`src/rtl/key_remap_table_macros.svh`:
```
// Assertion macros for the key remap table.
`ifndef KEY_REMAP_TABLE_MACROS_SVH
`define KEY_REMAP_TABLE_MACROS_SVH
`ifndef ASSERT_OFF
// Same-cycle implication, off during reset.
`define KRT_ASSERT_IMP(label, clk, rst, ante, cons) \
  label: assert property (@(posedge clk) disable iff (rst) (ante) |-> (cons)) \
    else $error("assertion failed");
// Next-cycle implication, off during reset.
`define KRT_ASSERT_NXT(label, clk, rst, ante, cons) \
  label: assert property (@(posedge clk) disable iff (rst) (ante) |=> (cons)) \
    else $error("assertion failed");
`else
`define KRT_ASSERT_IMP(label, clk, rst, ante, cons)
`define KRT_ASSERT_NXT(label, clk, rst, ante, cons)
`endif
`endif

```
`src/rtl/krt_pkg.sv`:
```
// Shared types and constants of the key remap table.
package krt_pkg;

  localparam int ENTRIES_DEFAULT = 64;
  localparam int KEY_W  = 16;
  localparam int FN_W   = 8;
  localparam int ART_W  = 8;
  localparam int SLOT_W = 6;

  typedef enum logic [1:0] {
    OP_ADD        = 2'd0,
    OP_LOOKUP     = 2'd1,
    OP_INVALIDATE = 2'd2,
    OP_READ       = 2'd3
  } op_t;

  typedef enum logic [1:0] {
    ST_OK        = 2'd0,
    ST_NOT_FOUND = 2'd1,
    ST_FULL      = 2'd2,
    ST_OOB       = 2'd3
  } status_t;

  typedef enum logic {
    S_IDLE   = 1'b0,
    S_SEARCH = 1'b1
  } state_t;

  // Request and partial answer that walks the row of entries.
  typedef struct packed {
    logic               valid;
    op_t                op;
    logic [KEY_W-1:0]   key;
    logic [FN_W-1:0]    fn;
    logic [ART_W-1:0]   art;
    logic [SLOT_W-1:0]  slot;
    logic               hit_found;
    logic               free_found;
    logic [KEY_W-1:0]   cap_key;
    logic [FN_W-1:0]    cap_fn;
    logic [ART_W-1:0]   cap_art;
    logic               cap_live;
  } probe_t;

  // Write command broadcast to all entries.
  typedef struct packed {
    logic               set_en;
    logic               clr_en;
    logic [KEY_W-1:0]   key;
    logic [FN_W-1:0]    fn;
    logic [ART_W-1:0]   art;
  } wr_t;

endpackage

```
`src/rtl/krt_cell.sv`:
```
// One table entry: holds a slot and forwards the search probe to its neighbor.
module krt_cell #(
  parameter int CELL_IDX = 0,
  parameter int IDX_W    = 6,
  parameter int CNT_W    = 7
) (
  input  logic                clk,
  input  logic                rst,
  input  logic [CNT_W-1:0]    used_count,
  input  krt_pkg::probe_t     probe_in,
  input  logic [IDX_W-1:0]    hit_idx_in,
  input  logic [IDX_W-1:0]    free_idx_in,
  output krt_pkg::probe_t     probe_out,
  output logic [IDX_W-1:0]    hit_idx_out,
  output logic [IDX_W-1:0]    free_idx_out,
  input  krt_pkg::wr_t        wr,
  input  logic [IDX_W-1:0]    wr_idx
);

  localparam int SEL_W = (IDX_W > krt_pkg::SLOT_W) ? IDX_W : krt_pkg::SLOT_W;
  localparam logic [IDX_W-1:0] MY_IDX = IDX_W'(CELL_IDX);

  logic [krt_pkg::KEY_W-1:0] key;
  logic [krt_pkg::FN_W-1:0]  fn;
  logic [krt_pkg::ART_W-1:0] art;
  logic                      live;

  krt_pkg::probe_t           probe_next;
  logic [IDX_W-1:0]          hit_idx_next;
  logic [IDX_W-1:0]          free_idx_next;
  logic                      in_use;
  logic                      key_hit;
  logic                      wr_me;

  assign in_use = CNT_W'(CELL_IDX) < used_count;
  assign key_hit = probe_in.valid && live && in_use && (key == probe_in.key) &&
                   (probe_in.op != krt_pkg::OP_READ);
  assign wr_me = (wr_idx == MY_IDX);

  // Merge this entry into the probe
  always_comb begin
    probe_next    = probe_in;
    hit_idx_next  = hit_idx_in;
    free_idx_next = free_idx_in;
    if (key_hit && !probe_in.hit_found) begin
      probe_next.hit_found = 1'b1;
      probe_next.cap_fn    = fn;
      probe_next.cap_art   = art;
      hit_idx_next         = MY_IDX;
    end
    if (probe_in.valid && probe_in.op == krt_pkg::OP_ADD && !probe_in.free_found &&
        !live && in_use) begin
      probe_next.free_found = 1'b1;
      free_idx_next         = MY_IDX;
    end
    if (probe_in.valid && probe_in.op == krt_pkg::OP_READ &&
        SEL_W'(probe_in.slot) == SEL_W'(CELL_IDX)) begin
      probe_next.cap_key  = key;
      probe_next.cap_fn   = fn;
      probe_next.cap_art  = art;
      probe_next.cap_live = live;
    end
  end

  // Hand the probe to the next entry
  always_ff @(posedge clk) begin
    if (rst) begin
      probe_out <= '0;
    end else begin
      probe_out <= probe_next;
    end
    hit_idx_out  <= hit_idx_next;
    free_idx_out <= free_idx_next;
  end

  // Update the live bit
  always_ff @(posedge clk) begin
    if (rst) begin
      live <= 1'b0;
    end else if (wr.set_en && wr_me) begin
      live <= 1'b1;
    end else if (wr.clr_en && wr_me) begin
      live <= 1'b0;
    end
  end

  // Store the entry payload
  always_ff @(posedge clk) begin
    if (wr.set_en && wr_me) begin
      key <= wr.key;
      fn  <= wr.fn;
      art <= wr.art;
    end
  end

endmodule

```
`config.mk`:
```
export PLATFORM = sky130hd
export DESIGN_NAME = krt_cell
export DESIGN_NICKNAME = d
export VERILOG_FILES = /design/src/rtl/key_remap_table_macros.svh /design/src/rtl/krt_pkg.sv /design/src/rtl/krt_cell.sv
export SDC_FILE = /design/constraint.sdc
export NUM_CORES = 1
export LEC_CHECK = 0
export BUFFER_PORTS_ARGS = -buffer_cell sky130_fd_sc_hd__buf_2
export CAP_MARGIN = 15
export CORE_MARGIN = 10
export CORE_UTILIZATION = 30
export CTS_CLUSTER_DIAMETER = 200
export DETAILED_ROUTE_END_ITERATION = 8
export GPL_TIMING_DRIVEN = 1
export PLACE_DENSITY = 0.56
export SLEW_MARGIN = 20
export SYNTH_ARGS = -nofsm -noshare
export SYNTH_HDL_FRONTEND = slang
export SYNTH_SLANG_ARGS = --single-unit
```
`constraint.sdc`:
```
create_clock -name clk -period 2.7 [get_ports clk]
set_input_delay 0 -clock clk [delete_from_list [all_inputs] [get_ports clk]]
set_output_delay 0 -clock clk [all_outputs]
set_load 0.02 [all_outputs]
```
Yosys cells after proc, flatten, opt, wreduce, memory -nomap -nowiden:

Index checks and enable logic that the tools add are counted.

* flip-flop bits (word level): 121
* output and inout bits: 88
* bits of input ports: 137
* logic and storage cells: 48

* $lt $le $gt $ge: 1
* muxes and demuxes: 6
* reductions and logical operators: 20
* equal/unequal tests: 3

Operators with widths (count)
* 2-to-1 mux 33 bit: 1
* == test 16 bit: 1
* 2-to-1 mux 16 bit: 1
* logical AND 1 bit: 13
* logical NOT 6 bit: 2
* less-than comparator 1 x 7 -> 1 bit, first input constant: 1
* 2-to-1 mux 1 bit: 4
* logical NOT 1 bit: 3
* == test 2 bit, second input constant: 1
* logical NOT 2 bit: 1
* != test 2 bit, second input constant: 1
* nonzero test 2 bit: 1

Longest topological paths before layout:

Gate-level depths: netlist (run 1).

* depth in word-level cells: 7
* mapped depth: 8
* depth with buffers taken out: 5

Least setup slack after synthesis (run 1):

OpenSTA, ideal clock, no wires.

* path kind: register to register
* start: register key[13] (netlist name)
* end: register probe_out[10] (netlist name)
* arrival time: 1.533 ns
* buffers on the path: 2
* stages on the path, launching flop included: 8
* data required time: 2.582 ns
* slack: 1.049 ns
* cell sequence: edfxtp_1 > xnor2_1 > nand4_1 > nor4_1 > a21boi_2 > buf_6 > buf_12 > mux2i_1

* cells in the longest elaborated chain, start to end: 6

RTL lines
* start: declaration: line krt_cell.sv:23 `logic [krt_pkg::KEY_W-1:0] key;`
* start signal: assignment: line krt_cell.sv:90 `key <= wr.key;`
* == test 16 bit: line krt_cell.sv:36 `assign key_hit = probe_in.valid && live && in_use && (key == probe_in.key) &&`
* logical AND 1 bit (2 in series): line krt_cell.sv:36
* logical AND 1 bit: line krt_cell.sv:45 `if (key_hit && !probe_in.hit_found) begin`
* 2-to-1 mux 16 bit: line krt_cell.sv:45
* 2-to-1 mux 33 bit: line krt_cell.sv:56 `if (probe_in.valid && probe_in.op == krt_pkg::OP_READ &&`
* end signal: assignment: line krt_cell.sv:70 `probe_out <= probe_next;`
* end: declaration: line krt_cell.sv:13 `output krt_pkg::probe_t probe_out,`

Every way passes these cells.
A chain may end at the register's enable or synchronous reset.

Worst setup path in the final report (run 1):

* start: register key[8] (netlist name)
* end: register probe_out[10] (netlist name)

Same word-level chain as after synthesis.

==> metrics.log, run 1 <==
[metrics] outcome: complete, no violations
[metrics] Root Buffer Master: clkbuf_16
[metrics] wire length of the first global-routing pass: about 22000 µm
[metrics] YS warnings: 0
[metrics] number of detailed-routing iterations run before antenna repair: 4
[metrics] # H-tree levels: 4
[metrics] routed length per instance: roughly 17 µm
[metrics] Num Clock Sinks: between 100 and 150
[metrics] portion of the post-synthesis area used by sequential elements: 0.6705
[metrics] maximum capacitance violations: 0
[metrics] TNS Setup: 0 ns
[metrics] number of I/O port buffers: 224
[metrics] Die Y: about 140 µm
[metrics] series of cell instances along the critical path: xnor2_1 > nand4_1 > nor4_1 > a21boi_4 > mux2i_1
[metrics] boundary pin count: 225
[metrics] cts bufs inserted: 17
[metrics] post-route fraction of the period consumed by the critical path: 0.8359
[metrics] netlist area before placement: ~4000 µm²
[metrics] TritonCTS clock tree: yes
[metrics] clock-pin slew on the worst setup and hold paths: 0.06 ns
[metrics] share of final-layout standard cells stronger than drive strength 1: 0.3805
[metrics] final number of setup-violating endpoints: 0
[metrics] data required time of the critical path: between 2 and 3 ns
[metrics] Initial Util: 0.3076
[metrics] flop and latch count out of synthesis: between 100 and 150
[metrics] biggest cell delay along the critical path: just over 0.8 ns
[metrics] arrival time at the worst endpoint: around 2.5 ns
[metrics] slew of the pin with the lowest slew margin: 0.9304 ns
[metrics] type of destination of the critical path: flip-flop
[metrics] type of the tightest min-delay check: input port to flip-flop
[metrics] min cycle time layout: roughly 2.3 ns
[metrics] worst slack at placement: approximately 0.46 ns
[metrics] largest net degree at the start of global routing: 36
[metrics] post-synthesis average cell area: ~13 µm²
[metrics] number of slew-limit violations in the final report: 0
[metrics] Iter 0 DRT Violations: 112
[metrics] start-to-end type of the worst setup path: flip-flop to flip-flop
[metrics] Hold Fails Final Rpt: 0
[metrics] antenna-violating nets left: 0
[metrics] number of antenna violations at the first check in global routing: 2
[metrics] die area: approximately 19000 µm²
[metrics] achievable clock frequency: around 440 MHz
[metrics] Critical-path top delay cell: nor4_1
[metrics] clock latency on the worst-skew pair: 0.41 ns
[metrics] Row Count: 42
[metrics] global router's overall resource usage: 0.1546
[metrics] Leak Pwr: 3.493 nW
[metrics] number of global-route vias before repair: approximately 4000
[metrics] Layout Area Growth over Synthesis: 77.30%
[metrics] via count: 3567
[metrics] Post-CTS Resized: 0
[metrics] Pwr Density: approximately 660 nW/µm²
[metrics] standard cell core area: approximately 13000 µm²
[metrics] max_slew headroom: 0.3740
[metrics] final setup slack of the worst path: roughly 0.44 ns
[metrics] Unique masters post-synth: 27
[metrics] setup skew after layout: approximately 0.0094 ns
[metrics] nets: 810
[metrics] kind of launch point of the worst setup path: flip-flop
[metrics] Final Util: 0.5455
[metrics] cells after synthesis: 317
[metrics] syn nets: 454
[metrics] setup repair after global routing missed its margin: no
[metrics] largest vdd supply drop: between 0.4 and 0.5 mV
[metrics] Routed WL: around 14000 µm
[metrics] Bufs on Longest Clock Path: 2
[metrics] remaining design rule violation count: 0
[metrics] die boundary width: between 100 and 150 µm
[metrics] weighted congestion at the end of routability-driven global placement: 0.8034
[metrics] total congestion overflow after global routing: 0
[metrics] Avg Vias per Cell: between 4 and 5
[metrics] largest fanout on the critical path: 16
[metrics] placed wire-length estimate: 10250 µm
-- through the flow --
stage	cell area, µm²	instances	hold WS [ns]	power, mW
detailed placement	5388	707	0.1782	2.394
global route	7252	864	0.1007	4.984
CTS	7247	862	0.07608	4.855
finish	7252	864	0.07551	4.810
global placement	5380	707	0.1771	2.387
floorplan	4090	317	0.09887	2.182
-- synth_stat cells --
master    number  area (µm²)
or4_4          1       11.26
edfxtp_1      32       960.9
a21boi_2       1       11.26
mux2i_1       33       330.3
clkbuf_1      10       37.54
o21ai_0        1       5.000
buf_2          1       5.000
buf_6          1       11.26
buf_12         1       20.02
nand4_1        4       25.02
nand2_1        1       3.750
nor3_1         2       10.01
nand3_1        3       15.01
nor2b_1       47       294.0
nor4_1         2       12.51
xnor2_1       16       140.1
and2_1         6       37.54
a21oi_1        3       15.01
dfxtp_1       89        1782
and3b_1        1       8.760
nand2b_1      33       206.5
inv_1          3       11.26
nor3_2         1       10.01
nor2_1        22       82.58
o41ai_4        1       27.53
nand4b_1       1       8.760
buf_4          1       7.510
-- flip-flops by register name (all words and copies together) (netlist names) --
| signal | flops |
|---|---|
| art | 8 |
| fn | 8 |
| free_idx_out | 6 |
| hit_idx_out | 6 |
| key | 16 |
| live | 1 |
| probe_out | 76 |
-- worst max-delay path, delay by kind of cell, from the launching register on --
family	cells	cell delay (ns)
muxes	1	0.22
xor gates and xnor gates	1	0.17
AOI/OAI and AO/OA	1	0.38
DFF	1	0.40
and+or+nand+nor	2	0.94
-- cells by family after synthesis --
| group | after synthesis | synth area share |
|---|---|---|
| compound gates | 6 | 0.01438 |
| xor+xnor | 16 | 0.03426 |
| buf+inv | 17 | 0.02264 |
| flops | 121 | 0.6705 |
| mux | 33 | 0.08076 |
| simple gates | 124 | 0.1774 |
-- layout make-up --
class,instances,area [µm²]
fill,1093,6043
sequential,121,2743
timing repair buffer,351,2382
multi-input combinational,179,1262
clock buffer,28,580.6
tap,176,220.2
clock inverter,4,47.55
inverter,3,11.26
antenna,2,5.005
-- where the power goes --
group | total (mW) | switching, mW | internal, mW
Clock | 2.31 | 0.761 | 1.55
Combinational | 0.539 | 0.250 | 0.289
Sequential | 1.96 | 0.0203 | 1.94
-- cells in the final DEF (no fill, tap or decap), types with 4 or more instances in the layout --
cell type,instances
buf_2,224
dlygate4sd3_1,123
dfxtp_1,89
nor2b_1,47
mux2i_1,33
nand2b_1,33
edfxtp_1,32
nor2_1,22
clkbuf_16,20
xnor2_1,16
and2_1,6
clkbuf_8,5
nand4_1,4
buf_4,4
-- final timing paths --
kind,start,to,slack [ns],cells after the start
worst max-delay path,key[8],probe_out[10],0.44,5
worst min-delay path,rst,probe_out[72],0.08,2
worst max register to register,key[8],probe_out[10],0.44,5
worst min register to register,art[5],probe_out[6],0.51,2
-- repair_timing --
| item | 4_1_cts | 5_1_grt |
|---|---|---|
| hold buffers | 123 | 0 |
| hold endpoints to repair | 121 | 0 |
| buffers inserted | 0 | 0 |
-- layer usage --
| layer | vias to the layer above | global-route usage | share of wire |
|---|---|---|---|
| li1 | 1764 | - | - |
| met5 | - | 0 | 0 |
| met1 | 1652 | 0.1547 | 0.36 |
| met4 | 0 | 0.05325 | 0.0098 |
| met3 | 9 | 0.07001 | 0.093 |
| met2 | 142 | 0.2773 | 0.53 |
Note: power is estimated with default switching activity, not from simulation.
==> run 2: changes to the inputs <==
PLACE_DENSITY = 0.58   (was 0.56)
clock period = 1.9 ns   (was 2.7 ns; I/O delays follow)
==> run 2 against run 1 <==
Effect of this change:
- wire length fell by 2.0%
- clock-buffer cell count fell by 5
- total power rose by 39%
==> metrics.log, run 2 (synthesis results as in run 1) <==
[metrics] outcome: complete, no violations
[metrics] antenna-violating nets left: 0
[metrics] arrival time at the worst endpoint: between 2 and 2.5 ns
[metrics] via count: 3596
[metrics] TritonCTS clock tree: yes
[metrics] Initial Util: 0.3076
[metrics] number of standard cells in the layout, taps in and fillers out: 869
[metrics] nets: slightly above 800
[metrics] most used cells in the layout excluding fill and tap cells: 224 x buf_2, 124 x dlygate4sd3_1, 89 x dfxtp_1
[metrics] Bufs on Longest Clock Path: 2
[metrics] Largest register FFs: between 70 and 80
[metrics] registers with the most flip-flops: probe_out x76, key x16
[metrics] endpoint of the worst-slack reg-to-reg timing path: probe_out[9]
[metrics] number of placed instances with taps included: just over 700
[metrics] standard cell core area: about 13000 µm²
[metrics] number of antenna violations at the first check in global routing: 1
[metrics] die boundary width: about 140 µm
[metrics] max_slew headroom: 0.7477
[metrics] data required time of the critical path: between 2 and 2.5 ns
[metrics] Pwr Density: 922.0 nW/µm²
[metrics] total power consumption of the routed design: about 6.7 mW
[metrics] share of final-layout standard cells stronger than drive strength 1: 0.3878
[metrics] global router's overall resource usage: 0.1525
[metrics] number of I/O port buffers: ~220
[metrics] maximum capacitance violations: 0
[metrics] biggest cell delay along the critical path: roughly 0.4 ns
[metrics] largest net degree at the start of global routing: between 40 and 50
[metrics] setup repair after global routing missed its margin: no
[metrics] die area: between 15000 and 20000 µm²
[metrics] largest vdd supply drop: approximately 0.79 mV
[metrics] Layout Area Growth over Synthesis: 77.91%
[metrics] start-to-end type of the worst setup path: flip-flop to flip-flop
[metrics] kind of launch point of the worst setup path: flip-flop
[metrics] Worst Min Path Start: rst
[metrics] placed wire-length estimate: about 10000 µm
[metrics] depth of the worst register-to-register path: 7
[metrics] boundary pin count: about 230
[metrics] Reg2Reg Launch Point: key[8]
[metrics] Leak Pwr: between 3 and 4 nW
[metrics] Final Util: 0.5473
[metrics] # H-tree levels: 4
[metrics] wire length of the first global-routing pass: approximately 22000 µm
[metrics] post-route fraction of the period consumed by the critical path: 0.9186
[metrics] Num Clock Sinks: 121
[metrics] series of cell instances along the critical path: xnor2_1 > nand4_1 > nor4_2 > buf_4 > a21boi_2 > buf_12 > mux2i_1
[metrics] Row Count: 42
[metrics] Avg Vias per Cell: between 4 and 5
[metrics] TNS Setup: 0 ns
[metrics] number of slew-limit violations in the final report: 0
[metrics] routed length per instance: 16.31 µm
[metrics] achievable clock frequency: approximately 570 MHz
[metrics] type of the tightest min-delay check: input port to flip-flop
[metrics] clock latency on the worst-skew pair: 0.42 ns
[metrics] termination of the worst setup path: probe_out[9]
[metrics] final number of setup-violating endpoints: 0
[metrics] cts bufs inserted: 17
[metrics] type of destination of the critical path: flip-flop
[metrics] start point of the critical path: key[8]
[metrics] setup skew after layout: around 0.0069 ns
[metrics] total congestion overflow after global routing: 0
[metrics] Critical-path top delay cell: edfxtp_1
[metrics] weighted congestion at the end of routability-driven global placement: 0.7941
[metrics] number of detailed-routing iterations run before antenna repair: 4
[metrics] Die Y: ~140 µm
[metrics] slew of the pin with the lowest slew margin: 0.3784 ns
[metrics] Iter 0 DRT Violations: 120
[metrics] Reg with most FFs: probe_out
[metrics] min cycle time layout: between 1.5 and 2 ns
[metrics] clock-pin slew on the worst setup and hold paths: 0.06 ns
[metrics] commonest non-fill, non-tap cell in the layout: buf_2
[metrics] reg-to-reg slack, setup: ~0.15 ns
[metrics] number of global-route vias before repair: about 4000
[metrics] remaining design rule violation count: 0
[metrics] Routed WL: around 14000 µm
[metrics] largest fanout on the critical path: 16
[metrics] Post-CTS Repair Setup Buffers: 0
[metrics] Root Buffer Master: clkbuf_16
[metrics] Hold Fails Final Rpt: 0
-- run 2: metrics by stage --
stage	area, µm²	setup WS (ns)	hold WS, ns
floorplan	4090	0.2488	0.09887
global placement	5423	0.2017	0.1776
detailed placement	5423	0.1131	0.1783
CTS	7258	0.09975	0.03149
global route	7274	0.006450	0.08651
finish	7277	0.1547	0.05809
-- run 2: where the power goes --
part / switching [mW] / internal (mW) / leakage (nW) / total (mW)
Clock: 1.14 / 2.02 / 0.298 / 3.16
Sequential: 0.0259 / 2.75 / 1.03 / 2.78
Combinational: 0.355 / 0.413 / 2.18 / 0.768
-- run 2: critical path: cells and delay by family, from the launching register on --
kind / cells / cell delay, ns
mux: 1 / 0.18
buf+inv: 2 / 0.35
flops: 1 / 0.40
compound gates: 1 / 0.07
xor+xnor: 1 / 0.19
simple gates: 2 / 0.47
-- run 2: area by class of cell --
| class | count | area [µm²] |
|---|---|---|
| diodes | 2 | 5.005 |
| clock buffers | 23 | 510.5 |
| clock inverters | 9 | 83.83 |
| fillers | 1106 | 6018 |
| inverters | 3 | 11.26 |
| multi-input cells | 179 | 1269 |
| flip-flops and latches | 121 | 2743 |
| well taps | 176 | 220.2 |
| repair buffers | 356 | 2435 |
-- run 2: how the worst min path moves through the flow --
stage / end / slack [ns] / cells past startpoint
2_1_floorplan: art[0] / 0.1 / 0
3_3_place_gp: key[8] / 0.18 / 1
3_5_place_dp: key[14] / 0.18 / 1
4_1_cts: probe_out[2] / 0.03 / 3
5_1_grt: probe_out[13] / 0.09 / 3
6_report: probe_out[2] / 0.06 / 3
-- run 2: repair_timing --
| action | CTS | global route |
|---|---|---|
| endpoints found under the hold margin | 121 | 0 |
| endpoints found under the setup margin | 0 | 22 |
| gates resized for setup | 0 | 2 |
| hold buffers | 124 | 0 |
-- run 2: per-layer routing --
metal  share of wire  track usage
met1            0.36       0.1480
met2            0.52       0.2681
met3           0.099      0.07258
met4           0.024      0.07101
met5               0            0
==> run 3: changes to the inputs <==
CELL_PAD_IN_SITES_DETAIL_PLACEMENT = 0   (was default)
CELL_PAD_IN_SITES_GLOBAL_PLACEMENT = 1   (was default)
PLACE_DENSITY = 0.74   (was 0.58)
SLEW_MARGIN = default   (was 20)
==> run 3 against run 2 <==
Effect of this change:
- wire length shrank 1.1%
- non-clock buffer count is the same
- largest cell class unchanged
- worst setup slack gained 0.037 ns
- critical endpoint is now probe_out[6]
- core utilization shrank 0.16 points
- clock power shrank 3%
==> metrics.log, run 3 (synthesis results as in run 1) <==
[metrics] largest vdd supply drop: approximately 0.56 mV
[metrics] registers with the most flip-flops: probe_out x76, key x16
[metrics] reg-to-reg slack, setup: approximately 0.19 ns
[metrics] TritonCTS clock tree: yes
[metrics] number of global-route vias before repair: a little over 4000
[metrics] number of antenna violations at the first check in global routing: 1
[metrics] type of destination of the critical path: flip-flop
[metrics] weighted congestion at the end of routability-driven global placement: 0.7647
[metrics] post-route fraction of the period consumed by the critical path: 0.8991
[metrics] max_slew headroom: 0.5427
[metrics] series of cell instances along the critical path: xnor2_1 > nand4_1 > nor4_2 > buf_4 > a21boi_2 > buf_12 > mux2i_1
[metrics] Leak Pwr: around 3.5 nW
[metrics] Num Clock Sinks: roughly 120
[metrics] data required time of the critical path: around 2.2 ns
[metrics] largest net degree at the start of global routing: 48
[metrics] biggest cell delay along the critical path: around 0.40 ns
[metrics] number of placed instances with taps included: just over 700
[metrics] Die Y: about 140 µm
[metrics] placed wire-length estimate: between 9000 and 10000 µm
[metrics] final number of setup-violating endpoints: 0
[metrics] routed length per instance: between 15 and 20 µm
[metrics] CP bufs+invs: 2
[metrics] global router's overall resource usage: 0.1510
[metrics] category of cells accounting for the largest share of critical-path delay: simple AND/OR/NAND/NOR gates
[metrics] number of detailed-routing iterations run before antenna repair: 4
[metrics] number of standard cells in the layout, taps in and fillers out: between 800 and 900
[metrics] kind of launch point of the worst setup path: flip-flop
[metrics] type of the tightest min-delay check: input port to flip-flop
[metrics] die boundary width: 136.8 µm
[metrics] start point of the critical path: key[13]
[metrics] commonest non-fill, non-tap cell in the layout: buf_2
[metrics] Avg Vias per Cell: 4.088
[metrics] arrival time at the worst endpoint: 2.00 ns
[metrics] Largest register FFs: 76
[metrics] via count: between 3000 and 4000
[metrics] min cycle time layout: ~1.7 ns
[metrics] antenna-violating nets left: 0
[metrics] Hold Fails Final Rpt: 0
[metrics] Routed WL: around 14000 µm
[metrics] Layout Area Growth over Synthesis: 77.39%
[metrics] clock-pin slew on the worst setup and hold paths: approximately 0.060 ns
[metrics] Initial Util: 0.3076
[metrics] Worst Min Path Start: used_count[1]
[metrics] # H-tree levels: 4
[metrics] achievable clock frequency: 585.4 MHz
[metrics] Reg2Reg Launch Point: key[13]
[metrics] termination of the worst setup path: probe_out[6]
[metrics] clock latency on the worst-skew pair: about 0.41 ns
[metrics] setup repair after global routing missed its margin: no
[metrics] maximum capacitance violations: 0
[metrics] endpoint of the worst-slack reg-to-reg timing path: probe_out[6]
[metrics] Iter 0 DRT Violations: roughly 120
[metrics] Bufs on Longest Clock Path: 2
[metrics] most used cells in the layout excluding fill and tap cells: 224 x buf_2, 123 x dlygate4sd3_1, 89 x dfxtp_1
[metrics] Reg with most FFs: probe_out
[metrics] share of final-layout standard cells stronger than drive strength 1: 0.3849
[metrics] cts bufs inserted: 17
[metrics] total congestion overflow after global routing: 0
[metrics] number of slew-limit violations in the final report: 0
[metrics] Row Count: 42
[metrics] Critical-path top delay cell: edfxtp_1
[metrics] standard cell core area: 13300 µm²
[metrics] nets: 815
[metrics] start-to-end type of the worst setup path: flip-flop to flip-flop
[metrics] largest fanout on the critical path: 9
[metrics] setup skew after layout: around 0.012 ns
[metrics] wire length of the first global-routing pass: 21660 µm
[metrics] TNS Setup: 0 ns
[metrics] slew of the pin with the lowest slew margin: roughly 0.7 ns
[metrics] die area: roughly 19000 µm²
[metrics] Pwr Density: roughly 910 nW/µm²
[metrics] outcome: complete, no violations
[metrics] number of I/O port buffers: approximately 220
[metrics] Post-CTS Repair Setup Buffers: 0
[metrics] depth of the worst register-to-register path: 7
[metrics] remaining design rule violation count: 0
[metrics] boundary pin count: ~230
[metrics] Hold Slack: 0.1071 ns
[metrics] Root Buffer Master: clkbuf_16
[metrics] cell depth of the worst setup path: 7
## run 3: per-layer routing
layer / vias up / wire length [µm] / track usage
li1: 1770 / - / -
met1: 1622 / 5472 / 0.1600
met4: 0 / 190 / 0.05207
met3: 12 / 1478 / 0.07625
met2: 144 / 6875 / 0.2544
met5: - / 0 / 0
## run 3: per-stage QoR
step	instance area, µm²	setup slack [ns]	utilization	power [mW]
floorplan	4090	0.2488	-	3.101
global placement	5443	0.1345	0.4094	3.391
detailed placement	5443	0.09160	0.4094	3.400
CTS	7246	0.07986	0.5450	6.680
global route	7256	0.02172	0.5457	6.895
finish	7256	0.1917	0.5457	6.607
## run 3: layout make-up
class,count,area (µm²)
Fill cell,1109,6040
Sequential cell,121,2743
Timing Repair Buffer,356,2445
Multi-Input combinational cell,179,1262
Clock buffer,25,508.0
Tap cell,176,220.2
Clock inverter,7,63.81
Inverter,3,11.26
Antenna cell,1,2.502
## run 3: timing repair
item / in CTS / in global routing
resized for setup: 0 / 2
hold buffers: 123 / 0
hold endpoints to repair: 121 / 0
endpoints found under the setup margin: 0 / 22
## run 3: worst reg2reg max path, stage by stage (launching register included)
cell and delay [ns]:
edfxtp_1 0.40, xnor2_1 0.19, nand4_1 0.17, nor4_2 0.29, buf_4 0.17, a21boi_2 0.09
buf_12 0.17, mux2i_1 0.11
## run 3: worst min-delay path by stage
stage / slack [ns] / cells after the start / endpoint
2_1_floorplan: 0.1 / 0 / art[0]
3_3_place_gp: 0.18 / 1 / art[7]
3_5_place_dp: 0.18 / 1 / fn[2]
4_1_cts: 0.08 / 5 / probe_out[34]
5_1_grt: 0.16 / 5 / probe_out[34]
6_report: 0.11 / 5 / probe_out[34]
## run 3: where the power goes
| part | switching, mW | internal [mW] |
|---|---|---|
| sequential | 0.0270 | 2.75 |
| combinational | 0.354 | 0.412 |
| clock | 1.08 | 1.98 |
| total | 1.46 | 5.14 |
