File: src/rtl/key_remap_table_macros.svh
// Assertion macros for the key remap table.
`ifndef KEY_REMAP_TABLE_MACROS_SVH
`define KEY_REMAP_TABLE_MACROS_SVH
`ifndef ASSERT_OFF
// Same-cycle implication, off during reset.
`define KRT_ASSERT_IMP(label, clk, rst, ante, cons) \
  label: assert property (@(posedge clk) disable iff (rst) (ante) |-> (cons)) \
    else $error("assertion failed");
// Next-cycle implication, off during reset.
`define KRT_ASSERT_NXT(label, clk, rst, ante, cons) \
  label: assert property (@(posedge clk) disable iff (rst) (ante) |=> (cons)) \
    else $error("assertion failed");
`else
`define KRT_ASSERT_IMP(label, clk, rst, ante, cons)
`define KRT_ASSERT_NXT(label, clk, rst, ante, cons)
`endif
`endif

File: src/rtl/krt_pkg.sv
// Shared types and constants of the key remap table.
package krt_pkg;

  localparam int ENTRIES_DEFAULT = 64;
  localparam int KEY_W  = 16;
  localparam int FN_W   = 8;
  localparam int ART_W  = 8;
  localparam int SLOT_W = 6;

  typedef enum logic [1:0] {
    OP_ADD        = 2'd0,
    OP_LOOKUP     = 2'd1,
    OP_INVALIDATE = 2'd2,
    OP_READ       = 2'd3
  } op_t;

  typedef enum logic [1:0] {
    ST_OK        = 2'd0,
    ST_NOT_FOUND = 2'd1,
    ST_FULL      = 2'd2,
    ST_OOB       = 2'd3
  } status_t;

  typedef enum logic {
    S_IDLE   = 1'b0,
    S_SEARCH = 1'b1
  } state_t;

  // Request and partial answer that walks the row of entries.
  typedef struct packed {
    logic               valid;
    op_t                op;
    logic [KEY_W-1:0]   key;
    logic [FN_W-1:0]    fn;
    logic [ART_W-1:0]   art;
    logic [SLOT_W-1:0]  slot;
    logic               hit_found;
    logic               free_found;
    logic [KEY_W-1:0]   cap_key;
    logic [FN_W-1:0]    cap_fn;
    logic [ART_W-1:0]   cap_art;
    logic               cap_live;
  } probe_t;

  // Write command broadcast to all entries.
  typedef struct packed {
    logic               set_en;
    logic               clr_en;
    logic [KEY_W-1:0]   key;
    logic [FN_W-1:0]    fn;
    logic [ART_W-1:0]   art;
  } wr_t;

endpackage

File: src/rtl/krt_ctrl.sv
// Sequencer: launches the probe, decides the outcome at the tail and issues the write.
module krt_ctrl #(
  parameter int ENTRIES = krt_pkg::ENTRIES_DEFAULT,
  parameter int IDX_W   = $clog2(ENTRIES),
  parameter int CNT_W   = $clog2(ENTRIES + 1)
) (
  input  logic                          clk,
  input  logic                          rst,
  input  logic                          start,
  output logic                          busy,
  input  logic [1:0]                    operation,
  input  logic [krt_pkg::KEY_W-1:0]     key_code,
  input  logic [krt_pkg::FN_W-1:0]      function_in,
  input  logic [krt_pkg::ART_W-1:0]     art_in,
  input  logic [krt_pkg::SLOT_W-1:0]    slot_in,
  output krt_pkg::probe_t               head,
  input  krt_pkg::probe_t               tail,
  input  logic [IDX_W-1:0]              tail_hit_idx,
  input  logic [IDX_W-1:0]              tail_free_idx,
  output krt_pkg::wr_t                  wr,
  output logic [IDX_W-1:0]              wr_idx,
  output logic [CNT_W-1:0]              used_count,
  output logic                          done,
  output logic [1:0]                    status,
  output logic [krt_pkg::SLOT_W-1:0]    slot_out,
  output logic [krt_pkg::KEY_W-1:0]     key_out,
  output logic [krt_pkg::FN_W-1:0]      function_out,
  output logic [krt_pkg::ART_W-1:0]     art_out,
  output logic                          entry_live
);

  localparam int CMP_W  = (CNT_W > krt_pkg::SLOT_W) ? CNT_W : krt_pkg::SLOT_W;
  localparam int WIDE_W = IDX_W + krt_pkg::SLOT_W;

  krt_pkg::state_t  state;
  krt_pkg::state_t  state_next;
  logic             finish;
  logic [CNT_W-1:0] used_count_next;

  krt_pkg::status_t            status_next;
  logic [IDX_W-1:0]            res_idx;
  logic [WIDE_W-1:0]           res_idx_wide;
  logic [krt_pkg::KEY_W-1:0]   key_next;
  logic [krt_pkg::FN_W-1:0]    fn_next;
  logic [krt_pkg::ART_W-1:0]   art_next;
  logic                        live_next;

  assign finish = (state == krt_pkg::S_SEARCH) && tail.valid;

  // Next state
  always_comb begin
    state_next = state;
    case (state)
      krt_pkg::S_IDLE: begin
        if (start) state_next = krt_pkg::S_SEARCH;
      end
      krt_pkg::S_SEARCH: begin
        if (tail.valid) state_next = krt_pkg::S_IDLE;
      end
      default: state_next = krt_pkg::S_IDLE;
    endcase
  end

  // Launch the probe and flag busy
  always_comb begin
    busy            = (state != krt_pkg::S_IDLE);
    head            = '0;
    head.valid      = start && !busy;
    head.op         = krt_pkg::op_t'(operation);
    head.key        = key_code;
    head.fn         = function_in;
    head.art        = art_in;
    head.slot       = slot_in;
  end

  // Decide the outcome when the probe leaves the last entry
  always_comb begin
    status_next     = krt_pkg::ST_OK;
    res_idx         = '0;
    key_next        = '0;
    fn_next         = '0;
    art_next        = '0;
    live_next       = 1'b0;
    used_count_next = used_count;
    wr              = '0;
    wr.key          = tail.key;
    wr.fn           = tail.fn;
    wr.art          = tail.art;
    case (tail.op)
      krt_pkg::OP_ADD: begin
        if (tail.hit_found) begin
          res_idx   = tail_hit_idx;
          wr.set_en = finish;
        end else if (tail.free_found) begin
          res_idx   = tail_free_idx;
          wr.set_en = finish;
        end else if (used_count < CNT_W'(ENTRIES)) begin
          res_idx   = IDX_W'(used_count);
          wr.set_en = finish;
          if (finish) used_count_next = used_count + CNT_W'(1);
        end else begin
          status_next = krt_pkg::ST_FULL;
        end
      end
      krt_pkg::OP_LOOKUP: begin
        if (tail.hit_found) begin
          res_idx  = tail_hit_idx;
          fn_next  = tail.cap_fn;
          art_next = tail.cap_art;
        end else begin
          status_next = krt_pkg::ST_NOT_FOUND;
        end
      end
      krt_pkg::OP_INVALIDATE: begin
        if (tail.hit_found) begin
          res_idx   = tail_hit_idx;
          wr.clr_en = finish;
        end else begin
          status_next = krt_pkg::ST_NOT_FOUND;
        end
      end
      krt_pkg::OP_READ: begin
        if (CMP_W'(tail.slot) >= CMP_W'(used_count)) begin
          status_next = krt_pkg::ST_OOB;
        end else begin
          res_idx   = IDX_W'(tail.slot);
          key_next  = tail.cap_key;
          fn_next   = tail.cap_fn;
          art_next  = tail.cap_art;
          live_next = tail.cap_live;
        end
      end
      default: status_next = krt_pkg::ST_OK;
    endcase
    wr_idx       = res_idx;
    res_idx_wide = WIDE_W'(res_idx);
  end

  // Control registers
  always_ff @(posedge clk) begin
    if (rst) begin
      state      <= krt_pkg::S_IDLE;
      used_count <= '0;
      done       <= 1'b0;
    end else begin
      state      <= state_next;
      used_count <= used_count_next;
      done       <= finish;
    end
  end

  // Hold the result for its transfer cycle
  always_ff @(posedge clk) begin
    if (finish) begin
      status       <= status_next;
      slot_out     <= res_idx_wide[krt_pkg::SLOT_W-1:0];
      key_out      <= key_next;
      function_out <= fn_next;
      art_out      <= art_next;
      entry_live   <= live_next;
    end
  end

endmodule

File: config.mk
export PLATFORM = sky130hd
export DESIGN_NAME = krt_ctrl
export DESIGN_NICKNAME = d
export VERILOG_FILES = /design/src/rtl/key_remap_table_macros.svh /design/src/rtl/krt_pkg.sv /design/src/rtl/krt_ctrl.sv
export SDC_FILE = /design/constraint.sdc
export NUM_CORES = 1
export LEC_CHECK = 0
export BUFFER_PORTS_ARGS = -buffer_cell sky130_fd_sc_hd__buf_4
export CAP_MARGIN = 20
export CORE_AREA = 2 2 114 116
export DETAILED_ROUTE_END_ITERATION = 8
export DIE_AREA = 0 0 116 118
export SYNTH_ARGS = -nofsm -noshare
export SYNTH_HDL_FRONTEND = slang
export SYNTH_SLANG_ARGS = --single-unit
File: constraint.sdc
create_clock -name clk -period 3.2 [get_ports clk]
set_clock_uncertainty 0.15 [all_clocks]
set_input_delay 0.64 -clock clk [delete_from_list [all_inputs] [get_ports clk]]
set_output_delay 0.64 -clock clk [all_outputs]
set_load 0.05 [all_outputs]
Word-level counts from Yosys, hierarchy flattened --
Index checks and enable logic that the tools add are counted.
Storage, ports and cells: register bits after elaboration 50, bits of input ports 131, output and inout bits 166, logic and storage cells 53
Cells by class: add/subtract/negate cells 1, order comparisons 2, equal/unequal tests 3, muxes and demuxes 27, bitwise gates (word level) 4, reduce and logical (&&, ||, !) cells 7
Operators with widths (number):
- $mux W8 | 4
- $pmux W8 S2 | 2
- $mux W6 | 5
- $pmux W6 S3 | 1
- $mux W1 | 9
- $mux W2 | 4
- $add A7 B1 Y7 const B | 1
- $ge A6 B7 Y1 | 1
- $lt A7 B7 Y1 const B | 1
- $pmux W2 S3 | 1
- $reduce_and A5 Y1 | 1
- $eq A2 B2 Y1 const B | 2
- $not A1 Y1 | 4
- $reduce_or A2 Y1 | 2
- $eq A2 B1 Y1 const B | 1
- $logic_and A1 B1 Y1 | 2
- $logic_not A2 Y1 | 1
- $pmux W1 S2 | 1
- $logic_not A1 Y1 | 1

Logic depth before layout (Yosys ltp) --
Gate-level depths: netlist (run 1).
word-level depth 5, gate-level depth with buffers 7, mapped depth without buffers 6

Worst setup path before layout (run 1) --
Ideal clock, no wire load.
path kind input-to-output, start input port tail[73] in the netlist's numbering, end output port wr[33] in the netlist's numbering, arrival time 2.427 ns, required time 2.410 ns, slack -0.017 ns, stages on the path 5, path buffers 1, path through inv_1 > ha_1 > and3_1 > clkbuf_1 > a21boi_0
RTL lines:
- start: declaration | line krt_ctrl.sv:17 | input krt_pkg::probe_t tail,
- end: declaration | line krt_ctrl.sv:20 | output krt_pkg::wr_t wr,

Worst setup path after layout (run 1) --
start register used_count[5], end output port wr_idx[0]
Between the ends: longest elaborated chain between the ends 5, elaborated cells on any way between the ends 7, those cells by class order compare (2); mux (5)
RTL lines:
- start: declaration | line krt_ctrl.sv:22 | output logic [CNT_W-1:0] used_count,
- start signal: assignment | line krt_ctrl.sv:147 | used_count <= used_count_next;
- $lt A7 B7 Y1 | line krt_ctrl.sv:97 | end else if (used_count < CNT_W'(ENTRIES)) begin
- $mux W6 | line krt_ctrl.sv:97
- $mux W6 | line krt_ctrl.sv:94 | end else if (tail.free_found) begin
- $mux W6 | line krt_ctrl.sv:91 | if (tail.hit_found) begin
- $pmux W6 S3 * | line krt_ctrl.sv:89 | case (tail.op)
- end: declaration | line krt_ctrl.sv:21 | output logic [IDX_W-1:0] wr_idx,
Every way passes the cells marked *; elsewhere a longest branch is shown, timed or not.

==> results of run 1 <==
[report_power, final]
part | total, uW | leakage (uW) | internal, uW | switching, uW
sequential | 731 | 0.000451 | 725 | 6.32
combinational | 393 | 0.00116 | 117 | 275
clock | 602 | 0.0000771 | 369 | 233
[registers in the layout, summed over array words and instances, names as in the netlist]
| signal | count |
|---|---|
| used_count | 7 |
| function_out | 8 |
| status | 2 |
| key_out | 16 |
| art_out | 8 |
| busy | 1 |
| done | 1 |
| entry_live | 1 |
| slot_out | 6 |
[path summary, 6_finish.rpt]
check	to	depth (start not counted)	start
worst max-delay path	wr_idx[0]	8	used_count[5]
worst min-delay path	used_count[6]	2	used_count[4]
worst max register to register	function_out[1]	6	used_count[5]
worst min register to register	used_count[6]	2	used_count[4]
[cells by family after synthesis]
kind of cell / after synthesis / share of synthesized area [%]
other: 1 / 0.1150
xor gates and xnor gates: 5 / 1.343
DFF: 50 / 43.28
adders and majority gates: 11 / 4.221
AOI/OAI and AO/OA: 39 / 9.632
buffers and inverters: 129 / 27.47
and+or+nand+nor: 76 / 13.93
[layout make-up]
class,count,area share [%]
Clock buffer,6,3.293
Clock inverter,2,0.9591
Multi-Input combinational cell,166,28.23
Sequential cell,50,36.09
Timing Repair Buffer,127,24.68
Inverter,13,1.247
Tap cell,172,5.499
[worst max-delay path: stages, from the launching register on]
cell and delay [ps]:
dfxtp_1 390, inv_1 110, ha_1 340, a21oi_1 120, a21oi_2 240, a211oi_4 60
buf_12 170, a311o_2 400, buf_4 200
[through the flow]
step	TNS, ps	instance area (sq um)	worst slack, ps	power [uW]
global route	-5.863	3914	-4.475	1786
finish	0	3914	97.02	1726
CTS	0	3890	35.81	1738
detailed placement	0	3724	130.8	1136
floorplan	0	3388	44.87	1282
global placement	0	3724	136.4	1133
[cell usage in the layout, fill, tap and decap left out, types with 6 or more instances in the layout]
cell type,n
buf_4,126
edfxtp_1,41
conb_1,35
and2_1,34
inv_1,12
ha_1,11
nand2_1,9
dfxtp_1,8
o21ai_0,6
nor2_1,6
[metal layers]
| layer | GRT usage, % | vias up | share of wire, % |
|---|---|---|---|
| li1 | - | 1014 | - |
| met1 | 11.85 | 1042 | 34 |
| met2 | 20.21 | 192 | 46 |
| met3 | 5.252 | 44 | 14 |
| met4 | 8.333 | 0 | 5.5 |
| met5 | 0 | - | 0 |
==> results.txt, run 1 <==
- Worst ir drop on vdd: 0.2024 mV
- Timing would allow up to 0.3223 GHz.
- Fin crit share: 96.97%
* Peak fanout along the critical path: 23
- Worst min-delay path class: reg2reg
- # DRC: 0
* Number of cells in the design after placement: 528
- TritonCTS built the clock tree.
- By startpoint and endpoint, the worst setup path is classified as reg2out.
- Number of standard-cell rows in the floorplan: 41
* Nature of the critical path endpoint: output port
- Synth-to-Final Area Change: 20.03%
- Counting flops and latches in the post-synthesis netlist gives 50.
- First-pass GRT wire length: 12,510 microns
* Total standard cell area after synthesis: 3261 sq um
- During synthesis, Yosys emitted a total of 0 warnings.
- The via count of the first global-routing pass is 2,224.
* Top-level port count: 297
- Counting every instance in the synthesized netlist gives 311.
* 1st-iter DRT viols: 184
- IO Port Bufs: 117
- Average wire per standard cell: 16.36 microns
- The max-slew violation count came to 0.
* Power per Cell Area: 441.1 nW/um^2
- Hold is met by 422.5 ps.
* Final Routed Wirelength: 8771 microns
* Pleak: 0.001688 uW
* Fin util: 31.53%
- Data on the critical path is required at its endpoint by 2410 ps.
- The H-tree generated during clock tree synthesis spans 2 levels.
* Initial antenna violation count: 0
* Die Ht: 118 microns
- Counting distinct cell types in the post-synthesis netlist gives 40.
- For this run, the leading register cell type out of synthesis is edfxtp_1.
- Measured along the x axis, the die boundary spans 116 microns.
- Final number of hold-violating endpoints: 0
* Global-route usage over all layers: 12.10%
- The cell sitting at the root of the clock tree is a clkbuf_16.
* Fill cell count: 1,267
- In this run the deepest clock path goes through 2 buffers.
- Sequential cell area: 1413 sq um
* Worst-case headroom to the max-slew limit: 61.63%
- In the routed layout, each cell is associated on average with a via count of 4.276.
- 0 antenna diodes ended up in the layout.
- For flop-to-flop paths, the worst setup slack is 900 ps.
- Clock-pin slew was measured on the worst setup and hold paths at 70 ps.
- Number of clock buffers inserted by TritonCTS: 5
* Total clock sinks: 50
- Leading post-synthesis cells by instance count: 109 x buf_4, 41 x edfxtp_1, 35 x and2_1
- Global routing finished with a remaining overflow of 0.
* EDFF count, synth: 41
- Pin count of the biggest net entering global routing: 43
- DIE AREA: 13,690 sq um
- The worst path in the final design needs a cycle of 3103 ps, including I/O delays and setup.
- For the worst setup path, the data arrival time is 2310 ps.
* Core footprint: 12,410 sq um
* Setup bufs post-CTS: 0
* # Max-Cap Violations: 0
- Most common cell in the netlist: buf_4
- Final RePlAce weighted congestion: 0.7920
- By area the synthesized netlist is led by edfxtp_1 38%, buf_4 25%, and2_1 6.7%.
- Half-perimeter wire length of the detailed placement result: 6985 microns
* First drt pass iteration count: 4
- The count of cells in the finished layout, fillers not included, comes to 536.
* Endpoints failing setup: 0
- Slew at the pin closest to its max-slew limit: 573.7 ps
- Of the cells placed in the final design, the portion with a size suffix greater than 1 is 41.76%.
- For this run, the post-layout net count is 505.
* Area of combinational cells with multiple inputs: 1105 sq um
* Clock network latency to the later pin of the worst-skew pair: 290 ps
- Summed over all instances, the cell type with the most area after synthesis is edfxtp_1.
- Via count: 2,292
- The number of hold buffers added after CTS was 0.
* Sequential fraction of the synthesis area: 43.28%
- Effective utilization at floorplan: 26.26%
* Avg Synthesized Cell Area: 10.48 sq um
- After synthesis, the largest area contributor takes up 37.76% of total cell area.
- Count of nets left with antenna violations after detail routing: 0
* Share of async-settable or async-resettable flops after synthesis: 0%
- The run finished with clean final reports.
- Cts repair resizes: 0
* Category of the worst setup path launch point: flop
Note: power is estimated with default switching activity, not from simulation.
==> inputs of run 2 (changes only) <==
--- a/config.mk
+++ b/config.mk
@@ -7,9 +7,12 @@
 export LEC_CHECK = 0
 export BUFFER_PORTS_ARGS = -buffer_cell sky130_fd_sc_hd__buf_4
 export CAP_MARGIN = 20
-export CORE_AREA = 2 2 114 116
+export CELL_PAD_IN_SITES_DETAIL_PLACEMENT = 1
+export CELL_PAD_IN_SITES_GLOBAL_PLACEMENT = 2
+export CORE_MARGIN = 2
+export CORE_UTILIZATION = 19
 export DETAILED_ROUTE_END_ITERATION = 8
-export DIE_AREA = 0 0 116 118
+export PLACE_DENSITY_LB_ADDON = 0.1
 export SYNTH_ARGS = -nofsm -noshare
 export SYNTH_HDL_FRONTEND = slang
 export SYNTH_SLANG_ARGS = --single-unit
==> results.txt, run 2 (synthesized netlist as in run 1, its figures left out) <==
- Non-filler cells, final: 581 (+8.4%)
- The worst voltage drop across the vdd grid came to 0.2717 mV (+34%).
- CTS tree: yes
- 1st-iter DRT viols: 115 (-38%)
- The number of maximum-capacitance constraint violations is 0 (unchanged).
- The clock sink count was 50 (unchanged).
* Layout cells sized above 1: 40.72% (-1.0 points)
- Internal power: 1209 uW (-0.20%)
- Average wire per standard cell: 16.00 microns (-2.2%)
- The count of final setup violators was 0 (unchanged).
- The share of the cycle needed by the critical path after routing is 94.84% (-2.1 points).
* Cell at the root of the clock tree: clkbuf_16
- Maximum buffer depth of the clock tree: 2 (unchanged)
- # DRC: 0 (unchanged)
- The global-route wire length before repair came to 13,530 microns (+8.2%).
- Via count: 2,175 (-5.1%)
* Final critical delay including setup and external delays: 3035 ps (-68.07 ps)
* Worst min-delay path class: reg2reg
- CP Launch Point: used_count[4]
* First drt pass iteration count: 4 (unchanged)
- IO Port Bufs: 117 (unchanged)
- The required arrival time at the worst endpoint is 2410 ps (about the same).
- Final Hold Slack: 424.6 ps (+2.063 ps)
- CP Class: reg2out
* Arrival time at the worst endpoint: 2240 ps (-70 ps)
- The max-slew violation count was 0 (unchanged).
- The diode insertion count for antenna repair came to 0 (unchanged).
* Power share of the clock group: 35.6% (+0.7 points)
- The area of the die came to 18,230 sq um (+33%).
- The initial antenna violation count came to 0 (unchanged).
- Most common cell after layout, fill and taps aside: buf_4
- The flip-flop count of the largest register after layout is 16 (unchanged).
- The transition time at the pin with the least slew margin is 649.8 ps (+76.10 ps).
* Power per Cell Area: 443.0 nW/um^2 (+0.43%)
* Fmax: 0.3295 GHz (+2.2%)
- The clock transition at the register clock pins on the worst setup and hold paths after CTS was 70 ps (about the same).
* Result of the run: finished clean
- The largest registers in the layout are key_out: 16 flops, art_out: 8 flops, function_out: 8 flops.
- Die Ht: 135 microns (+14%)
- Global-route usage over all layers: 9.849% (-2.2 points)
- Nature of the critical path endpoint: output port
* Core footprint: 16,700 sq um (+35%)
- Final global-route overflow total: 0 (unchanged)
* Top-level port count: 297 (unchanged)
- Sum of negative setup slack: 0 ps (unchanged)
* Most used cells in the layout excluding fill and tap cells: 124 x buf_4, 41 x edfxtp_1, 35 x conb_1
- The total count of hold-check failures in the final report is 0 (unchanged).
- Category of the worst setup path launch point: flop
- The number of placement rows was 47 (+15%).
- Worst-case headroom to the max-slew limit: 56.54% (-5.1 points)
- The final setup slack of the worst path came to 165.1 ps (+68.07 ps).
- Effective utilization at floorplan: 19.52% (-6.7 points)
- Combinational Power Share: 22.4% (-0.3 points)
- The placed instance count is 573 (+8.5%).
- The number of fill cells was 1,943 (+53%).
- Vias in the first global route: 2,245 (+0.94%)
- Relative to the synthesized area, the layout overhead comes to 20.34%.
- The final-stage net count came to 502 (-0.59%).
- The die width is 135 microns (+16%).
- The worst slack after detailed placement is 142.1 ps (+11.31 ps).
- Final Routed Wirelength: 9296 microns (+6.0%)
- Most flop-heavy register: key_out
- The worst hold path begins at used_count[5].
- Final RePlAce weighted congestion: 0.6873 (-13%)
- Pin count of the biggest net entering global routing: 43 (unchanged)
* Peak fanout along the critical path: 7 (-70%)
- Switching part of the total: 30.42% (+0.62 points)
- Worst reg2reg path startpoint: used_count[4]
- The total net switching power came to 528.7 uW (+2.8%).
* Fin util: 23.49% (-8.0 points)
- The proportion of power drawn by flip-flops and latches came to 42.0% (-0.4 points).
- The number of buffers created by CTS was 5 (unchanged).
- The clock latency on the worst-skew pair came to 290 ps (about the same).
- The H-tree depth was 2 (unchanged).
* Half-perimeter wire length of the detailed placement result: 7304 microns (+4.6%)
- Count of nets left with antenna violations after detail routing: 0 (unchanged)
* RSZ-0062 raised after global routing: no
- The average via count per standard cell is 3.744 (-12%).
* Pleak: 0.001668 uW (-1.2%)
run 2: what timing repair did:
| action | 4_1_cts | 5_1_grt |
|---|---|---|
| setup buffers | 0 | 0 |
| hold buffers | 0 | 0 |
| gates resized for setup | 0 | 2 |
| endpoints found under the setup margin | 0 | 6 |
run 2: area by class of cell:
| class | instances | area, sq um | share of cell area [%] |
|---|---|---|---|
| Sequential cell | 50 | 1413 | 36.00 |
| Multi-Input combinational cell | 166 | 1090 | 27.77 |
| Timing Repair Buffer | 124 | 930.9 | 23.72 |
| Tap cell | 220 | 275.3 | 7.015 |
| Clock buffer | 6 | 128.9 | 3.284 |
| Inverter | 13 | 48.80 | 1.244 |
| Clock inverter | 2 | 37.54 | 0.9566 |
run 2: path summary, 6_finish.rpt:
kind / endpoint / slack (ps) / cells after the start
worst max-delay path: wr_idx[0] / 170 / 8
worst min-delay path: used_count[6] / 420 / 2
worst max register to register: function_out[4] / 910 / 6
worst min register to register: used_count[6] / 420 / 2
run 2: worst max-delay path, cell delays in order, from the launching register on:
cell	delay [ps]
dfxtp_1	400
inv_1	120
ha_1	310
nand3_1	100
a21oi_1	210
a211oi_2	50
buf_4	170
a311o_2	400
buf_4	190
run 2: per-stage QoR:
step           area [sq um]  total power [uW]
2_1_floorplan          3388              1282
3_3_place_gp           3749              1139
3_5_place_dp           3749              1141
4_1_cts                3915              1780
5_1_grt                3924              1816
6_report               3924              1738
run 2: power groups by stage:
stage          registers [uW]  logic, uW  clock network, uW
5_1_grt                   732        414                670
3_5_place_dp              746        395                  0
3_3_place_gp              745        394                  0
4_1_cts                   731        396                653
2_1_floorplan             812        470                  0
6_report                  730        389                618
run 2: metal layers:
layer / wire, microns / GRT usage [%] / up-vias
met5: 0 / 0 / -
met4: 162 / 3.241 / 0
met3: 820 / 3.679 / 24
met2: 4444 / 16.44 / 107
met1: 3869 / 11.71 / 1034
li1: - / - / 1010
==> inputs of run 3 (changes only) <==
--- a/config.mk
+++ b/config.mk
@@ -12,7 +12,7 @@
 export CORE_MARGIN = 2
 export CORE_UTILIZATION = 19
 export DETAILED_ROUTE_END_ITERATION = 8
-export PLACE_DENSITY_LB_ADDON = 0.1
+export PLACE_DENSITY = 0.78
 export SYNTH_ARGS = -nofsm -noshare
 export SYNTH_HDL_FRONTEND = slang
 export SYNTH_SLANG_ARGS = --single-unit
==> results.txt, run 3 (synthesized netlist as in run 1, its figures left out) <==
- The total track usage came to 10.20% (+0.35 points).
- The detail-routed net length per standard cell is 17.33 microns (+8.3%).
- The diode insertion count for antenna repair came to 0 (unchanged).
- CTS tree: yes
* Final RePlAce weighted congestion: 0.7414 (+7.9%)
* Number of clock buffers inserted by TritonCTS: 5 (unchanged)
- Final number of hold-violating endpoints: 0 (unchanged)
- Worst reg2reg path startpoint: used_count[3]
* Power per Cell Area: 435.7 nW/um^2 (-1.6%)
- RSZ-0062 raised after global routing: no
* CP most frequent cell: buf_4
- The number of cells on the worst reg-to-reg path was 6 (unchanged).
- The port buffer count was 117 (unchanged).
- The area of the die is 18,230 sq um (unchanged).
* Fmax: 0.3265 GHz (-0.91%)
- Result of the run: finished clean
- The count of final setup violators came to 0 (unchanged).
- The number of search-and-repair iterations in the first detailed-routing pass was 4 (unchanged).
- Number of cells on the worst hold path: 2 (unchanged)
- Critical path, cell by cell: buf_4 > ha_1 > nand2_1 > o21ai_2 > a211oi_4 > buf_12 > a311o_2 > buf_4
* Routing usage on met1: 8.146% (-3.6 points)
- Final Routed Wirelength: 10,120 microns (+8.9%)
* Capture endpoint of the worst hold path: used_count[6]
- Slowest cell on the critical path: a311o_2
- Worst ir drop on vdd: 0.3180 mV (+17%)
* Slew Limit Fails: 0 (unchanged)
* Slew at the pin closest to its max-slew limit: 544.7 ps (-105.1 ps)
- The final standard cell area without fillers came to 3961 sq um (+0.96%).
- The final routed DRC violation total is 0 (unchanged).
* Sequential cell area: 1411 sq um (about the same)
- Final global-route overflow total: 0 (unchanged)
- Core footprint: 16,700 sq um (unchanged)
- Area of combinational cells with multiple inputs: 1094 sq um (+0.34%)
- Pin count of the biggest net entering global routing: 43 (unchanged)
- Post-CTS clock slew at the launch and capture registers of the worst setup and hold paths: 70 ps (about the same)
* Family with the most delay on the worst path: compound AO/OA/AOI/OAI gates
- Pleak: 0.001687 uW (+1.1%)
- By startpoint and endpoint, the worst setup path is classified as in2out.
* Maximum cell stage delay along the critical path: 380 ps (-20 ps)
- Startpoint of the worst hold path: used_count[3]
- The library cell used most frequently in the layout, excluding fill and tap cells, is buf_4.
* Most flop-heavy register: key_out
- Via count: 2,263 (+4.0%)
- Reg-to-reg slack, setup: 960 ps (+50 ps)
* Die Ht: 135 microns (unchanged)
- The endpoint identified for the worst register-to-register timing path is function_out[7].
* Count of nets left with antenna violations after detail routing: 0 (unchanged)
- The worst hold path belongs to the class reg2reg.
- Flip-flop count of the largest register, all copies and words added: 16 (unchanged)
- Number of vias per cell after detailed routing: 3.875 (+3.5%)
- The met3 track demand over resource was 4.655% (+0.98 points).
* Most used routing layer in global routing: met2
* Largest registers in the final layout: key_out: 16 flops, art_out: 8 flops, function_out: 8 flops
- Synth-to-Final Area Change: 21.49%
- Fin crit share: 95.71% (+0.87 points)
- Layout cells sized above 1: 41.21% (+0.49 points)
- Cell at the root of the clock tree: clkbuf_16
* Final critical delay including setup and external delays: 3063 ps (+27.73 ps)
* Req. time, crit path: 2410 ps (about the same)
- Arrival time at the worst endpoint: 2270 ps (+30 ps)
- The number of hold buffers added after CTS was 0 (unchanged).
- The estimated wirelength of the detail-placed design is 8534 microns (+17%).
* Final Net Count: 505 (+0.60%)
- The count of buffering cells on the critical path with inverters included is 3 (unchanged).
* Worst-case headroom to the max-slew limit: 63.57% (+7.0 points)
- Vias in the first global route: 2,262 (+0.76%)
- Effective utilization at floorplan: 19.52% (unchanged)
- Fill cell count: 1,935 (-0.41%)
- The total negative slack came to 0 ps (unchanged).
* Placement-stage cell area: 3764 sq um (+0.40%)
- The worst setup path is launched from an input pin.
- The clock sink count is 50 (unchanged).
* Most used cells in the layout excluding fill and tap cells: 126 x buf_4, 41 x edfxtp_1, 35 x conb_1
- The number of top-level pins is 297 (unchanged).
* Maximum buffer depth of the clock tree: 2 (unchanged)
- # Max-Cap Violations: 0 (unchanged)
- The iteration-0 DRC count of the detailed router is 102 (-11%).
- Chip width: 135 microns (unchanged)
* Total power: 1726 uW (-0.69%)
* Grt met2 use: 19.88% (+3.4 points)
- Initial antenna violation count: 0 (unchanged)
* Nature of the critical path endpoint: output port
* Peak fanout along the critical path: 7 (unchanged)
- First-pass GRT wire length: 13,830 microns (+2.2%)
- Number of standard-cell rows in the floorplan: 47 (unchanged)
- The H-tree depth is 2 (unchanged).
- The clock latency on the worst-skew pair is 290 ps (about the same).
-- run 3: cell count changes in the layout (fill, tap and decap cells not counted), sizes merged --
cell	change
buf	+3
-- run 3: final cells by class --
class	instances	share of cell area (%)
sequential	50	35.63
multi-input combinational	166	27.61
inverter	13	1.232
tap	220	6.949
clock buffer	6	3.253
timing repair buffer	127	24.38
clock inverter	2	0.9476
-- run 3: worst max-delay path by stage --
stage                endpoint  cells after the start           from  slack, ps
global route        wr_idx[0]                      8  used_count[5]         50
global placement    wr_idx[0]                      7       tail[37]        -60
CTS                 wr_idx[2]                      7       tail[37]         60
floorplan              wr[32]                      2           busy         40
detailed placement  wr_idx[0]                      7       tail[37]       -120
finish              wr_idx[0]                      8       tail[37]        140
-- run 3: through the flow --
stage,hold slack (ps),utilization [%],std cells,setup WS (ps)
floorplan,565.7,-,345,44.87
global placement,405.2,22.54,575,-62.68
detailed placement,442.5,22.54,575,-116.2
CTS,443.6,23.58,583,56.53
global route,451.5,23.72,584,52.46
finish,443.2,23.72,584,137.4
-- run 3: repair_timing --
action / in CTS / in global routing
gates resized for setup: 1 / 1
setup endpoints to repair: 6 / 5
pin swaps: 0 / 1
buffers inserted: 0 / 1
-- run 3: worst register-to-register path, stage by stage (launching register included) --
cell	delay [ps]
dfxtp_1	390
inv_1	130
ha_1	300
and4b_4	210
a21boi_4	150
a211oi_4	530
and2_1	240
-- run 3: power by group --
group | internal (uW) | switching (uW)
clock network | 369 | 232
logic | 117 | 276
registers | 725 | 6.88
total | 1210 | 515
-- run 3: routing by layer --
| metal | part of all wire (%) | vias to the layer above |
|---|---|---|
| met5 | 0 | - |
| met2 | 51 | 193 |
| met1 | 30 | 1024 |
| li1 | - | 1010 |
| met3 | 14 | 36 |
| met4 | 4.5 | 0 |
